<file path="src/design/lgs_ram.sv">
`default_nettype none

module lgs_ram #(
   parameter int WIDTH = 8,
   parameter int DEPTH = 256
) (
   input  wire logic                     clock,
   input  wire logic                     wr_en,
   input  wire logic [$clog2(DEPTH)-1:0] wr_addr,
   input  wire logic [WIDTH-1:0]         wr_data,
   input  wire logic                     rd_en,
   input  wire logic [$clog2(DEPTH)-1:0] rd_addr,
   output logic      [WIDTH-1:0]         rd_data
);

   logic [WIDTH-1:0] mem_ff [DEPTH];
   logic [WIDTH-1:0] rd_data_ff;

   always_ff @(posedge clock) begin
      if (wr_en) begin
         mem_ff[wr_addr] <= wr_data;
      end
      if (rd_en) begin
         rd_data_ff <= mem_ff[rd_addr];
      end
   end

   assign rd_data = rd_data_ff;

endmodule

`default_nettype wire

</file>
<file path="config.mk">
export PLATFORM = sky130hd
export DESIGN_NAME = lgs_ram
export DESIGN_NICKNAME = d
export VERILOG_FILES = /design/src/design/lgs_ram.sv
export SDC_FILE = /design/constraint.sdc
export NUM_CORES = 2
export LEC_CHECK = 0
export BUFFER_PORTS_ARGS = -buffer_cell sky130_fd_sc_hd__buf_4
export CORE_ASPECT_RATIO = 0.8
export CORE_MARGIN = 4
export CORE_UTILIZATION = 24
export DETAILED_ROUTE_END_ITERATION = 12
export PLACE_DENSITY = 0.46
export SKIP_CTS_REPAIR_TIMING = 1
export SLEW_MARGIN = 20
export SYNTH_ARGS = -nofsm -noshare
export SYNTH_HDL_FRONTEND = slang
export SYNTH_SLANG_ARGS = --single-unit
export TNS_END_PERCENT = 5
</file>
<file path="constraint.sdc">
create_clock -name clock -period 4.1 [get_ports clock]
set_input_delay 1.23 -clock clock [delete_from_list [all_inputs] [get_ports clock]]
set_output_delay 1.23 -clock clock [all_outputs]
set_load 0.005 [all_outputs]
</file>
### Yosys cells after proc, flatten, opt, wreduce, memory -nomap -nowiden

Memories as Yosys holds them, arrays and structs flattened. A register that Yosys moved wholly into a read port is not among the register bits.
Index checks and enable logic that the tools add are counted.

| word-level totals | value |
|---|---|
| bits in registers | 0 |
| RAM bits | 2048 |
| input bits | 27 |
| output and inout bits | 8 |
| logic and storage cells | 3 |
| memories kept | 1 |

Memories:

| name | depth | width | read ports | clocked after Yosys merged registers in | write ports | line | RTL |
|---|---|---|---|---|---|---|---|
| mem_ff | 256 | 8 | 1 | 1 | 1 | 16 | `logic [WIDTH-1:0] mem_ff [DEPTH];` |

| operators by class | value |
|---|---|
| muxes and demuxes | 2 |

Operators by type and width:

| cell | count |
|---|---|
| $mux W1 | 2 |

### Logic depth before layout (Yosys ltp)

| depth | value |
|---|---|
| depth after elaboration | 2 |
| gate-level depth with buffers | 11 |
| depth with buffers taken out | 6 |

### Worst setup path after synthesis

OpenSTA, ideal clock, no wires.

| timing path | value |
|---|---|
| path type | input to register |
| start point | input rd_addr[0] |
| end point | register rd_data_ff[2], in the netlist rd_data[2] (read register of mem_ff), data pin |
| library setup time | 0.269 ns |
| arrival | 3.037 ns |
| required time | 3.831 ns |
| slack | 0.794 ns |
| cell stages on the path | 9 |
| path buffers | 4 |
| cell sequence | buf_6 buf_12 buf_8 buf_2 mux4_2 a22oi_1 a21oi_1 nor4_1 nor4_2 |

RTL lines:

| element | line | RTL |
|---|---|---|
| from (decl) | 12 | `input wire logic [$clog2(DEPTH)-1:0] rd_addr,` |
| to (decl) | 17 | `logic [WIDTH-1:0] rd_data_ff;` |

==> results.py <==
metrics = {
    "power": {
        "ir_worst_vdd_v": 0.000375,
        "design_power_total_mw": 43.2,
        "switchingPower_mw": 9.48,
        "p_leak_nw": 29.7,
        "power_density_nw_per_um2": 454,
        "p_sw_share_pct": 21.9,
        "intPower_mw": 33.8,
        "p_clk_share_pct": 40.6,
        "combPwrFrac_pct": 5.7,
        "seqPwrFrac_pct": 53.7,
    },
    "finish": {
        "fin_cells": 8857,
        "final_common_cell": "edfxtp_1",
        "nets": 4364,
        "syn_to_final_growth_pct": 19.7,
        "layout_common_cells": "2,056 x edfxtp_1, 563 x buf_4, 454 x mux4_2, 279 x nor2_1, 204 x clkbuf_16",
        "drive_gt1_share_pct": 30.4,
        "fill_cells": 32100,
        "stdcell_area_um2": 95300,
    },
    "place": {
        "dp_slack_ns": -0.757,
        "gp_congestion": 0.784,
        "portBuffers": 34,
        "dpl_cell_area_um2": 89300,
        "numPlacedInstances": 8503,
        "place.detailed.hpwl_mm": 150,
    },
    "worst_setup_path": {
        "setup.worst_path.class": "input port to flop",
        "crit_slowest_cell": "nor4_1",
        "critPathLaunchType": "input port",
        "slowest_delay_ns": 0.77,
        "cp-end-kind": "flop",
        "arrival_ns": 4.60,
        "crit_required_ns": 4.66,
        "critPathMaxFanout": 25,
        "path_delay_family": "simple AND/OR/NAND/NOR gates",
        "cpMostUsedCell": "buf_4",
        "cp_num_buf_inv": 5,
        "crit_chain": "buf_8, buf_4, buf_12, buf_4, mux4_2, nor2b_1, a211oi_1, nor2_1, nor4_1, buf_4, nor4_2",
    },
    "clocking": {
        "cts-root-buf": "clkbuf_16",
        "cts_tree": "done",
        "cts_made_buffers": 202,
        "clockBufferDepth": 4,
        "clk_pin_slew_ns": 0.06,
        "htreeDepth": 4,
        "clk_latency_ns": 0.87,
        "cts_sinks": 2056,
    },
    "sta": {
        "setup_viol": 0,
        "maxSlewViolCount": 0,
        "fmax_mhz": 247,
        "min_period_over_period_pct": 98.7,
        "final.min_clock_period_ns": 4.05,
        "rsz0062_at_grt": "false",
        "hold_viol": 0,
        "final.setup.tns_ns": 0,
        "tightest_slew_ns": 1.41,
        "slew_headroom_pct": 5.05,
        "skew_ns": 0.0981,
        "setup_ws_ns": 0.0536,
    },
    "synth": {
        "synth_edf_count": 2056,
        "async_reset_ff_share_pct": 0,
        "synth.net_count": 3760,
        "yosysWarnings": 0,
        "synth_mux_area_share_pct": 14.6,
        "ys_seq_area_share_pct": 77.5,
        "ys_types": 54,
        "ys.flop_type": "edfxtp_1",
        "yosys.area_share.adder_pct": 0,
        "netlist_area_um2": 79600,
        "synth_top_family_by_area": "multiplexers",
        "yosys.area_share.simple_pct": 2.63,
        "synth-seq-cells": 2056,
        "synth-xor-area-share_pct": 0,
        "syn_inst": 3733,
        "synth.avg_cell_area_um2": 21.3,
        "synth_compound_area_share_pct": 3.42,
    },
    "global_routing": {
        "antenna_found_initial": 19,
        "grt_max_degree": 116,
        "grt.total_usage_pct": 13.2,
        "grt_pass1_wl_mm": 323,
        "grt_overflow": 0,
        "first_global_vias": 40600,
    },
    "routing": {
        "num_vias": 40600,
        "wl_mm": 230,
        "post_drt_via_cell_ratio": 4.59,
        "post-route-drc-count": 0,
        "drtIter0Drc": 4244,
        "avgRoutedWirePerCell_um": 26.0,
        "drt_first_pass_iters": 5,
        "ant_nets": 0,
    },
    "job": {
        "maxCapViolCount": 0,
    },
    "floorplan": {
        "die_x_um": 652,
        "num_io_pins": 35,
        "rows": 188,
        "die_area_um2": 341000,
        "start_util_pct": 24.2,
        "core_area_um2": 329000,
        "die_h_um": 523,
    },
    "status": {
        "status": "finished, final reports clean",
    },
    "hold_path": {
        "hp-class": "input port to flop",
    },
}
-- sequential cells by signal, indices dropped and copies added (netlist names) --
signal and count:
mem_ff 2048, rd_data 8
-- logic make-up (layout without fill, tap and decap cells) --
family | count (synthesis) | in the layout
AOI/OAI and AO/OA | 385 | 385
buffers and inverters | 235 | 985
DFF | 2056 | 2056
muxes | 591 | 591
other | 0 | 4
and+or+nand+nor | 466 | 466
-- path summary, 6_finish.rpt --
path / startpoint / to / slack (ns) / cells past startpoint
worst max-delay path: rd_addr[0] / rd_data[2] / 0.05 / 11
worst min-delay path: rd_en / rd_data[7] / 0.73 / 1
worst max register to register: mem_ff[211][6] / rd_data[6] / 1.00 / 5
worst min register to register: mem_ff[60][0] / rd_data[0] / 1.15 / 7
-- per-layer routing --
metal	track usage (%)	wire length (um)	vias to the layer above	part of all wire [%]
met1	20.5	111000	22100	48
li1	-	-	16900	-
met5	0	0	-	0
met3	2.44	15600	274	6.8
met4	2.73	4400	0	1.9
met2	19.1	99500	1324	43
-- synthesized netlist by cell type, types with 24 or more instances --
master,instances,share of area [%]
edfxtp_1,2056,78
mux4_2,454,13
nor2_1,282,1.3
mux2i_1,134,1.7
a22oi_1,133,1.3
clkbuf_1,111,0.52
a21oi_1,96,0.60
o221ai_1,46,0.51
nand3_1,34,0.21
nand2_1,33,0.16
buf_2,31,0.19
nor2b_1,31,0.24
o22ai_1,28,0.22
buf_4,27,0.25
nor4_1,24,0.19
-- area by class of cell --
cell class	count	area [um2]	area share [%]
flip-flops and latches	2056	61700	64.8
multi-input cells	1442	16500	17.3
repair buffers	633	5580	5.85
well taps	4370	5470	5.74
clock buffers	255	5300	5.56
clock inverters	95	694	0.729
diodes	4	10.0	0.0105
inverters	2	7.51	0.00788
-- power groups by stage --
stage	clock network, mW	logic (mW)	registers (mW)
after global placement	0	2.49	23.7
after detailed placement	0	2.51	23.7
after floorplan	0	1.13	23.6
after CTS	18.0	2.51	23.2
after global routing	18.9	2.62	23.2
final	17.6	2.47	23.2
-- per-stage QoR --
stage               hold WS (ns)  util (%)
floorplan                  0.864         -
global placement            1.21      27.1
detailed placement          1.23      27.1
CTS                        0.670      29.0
global route               0.682      29.0
finish                     0.728      29.0
Note: power is estimated with default switching activity, not from simulation.
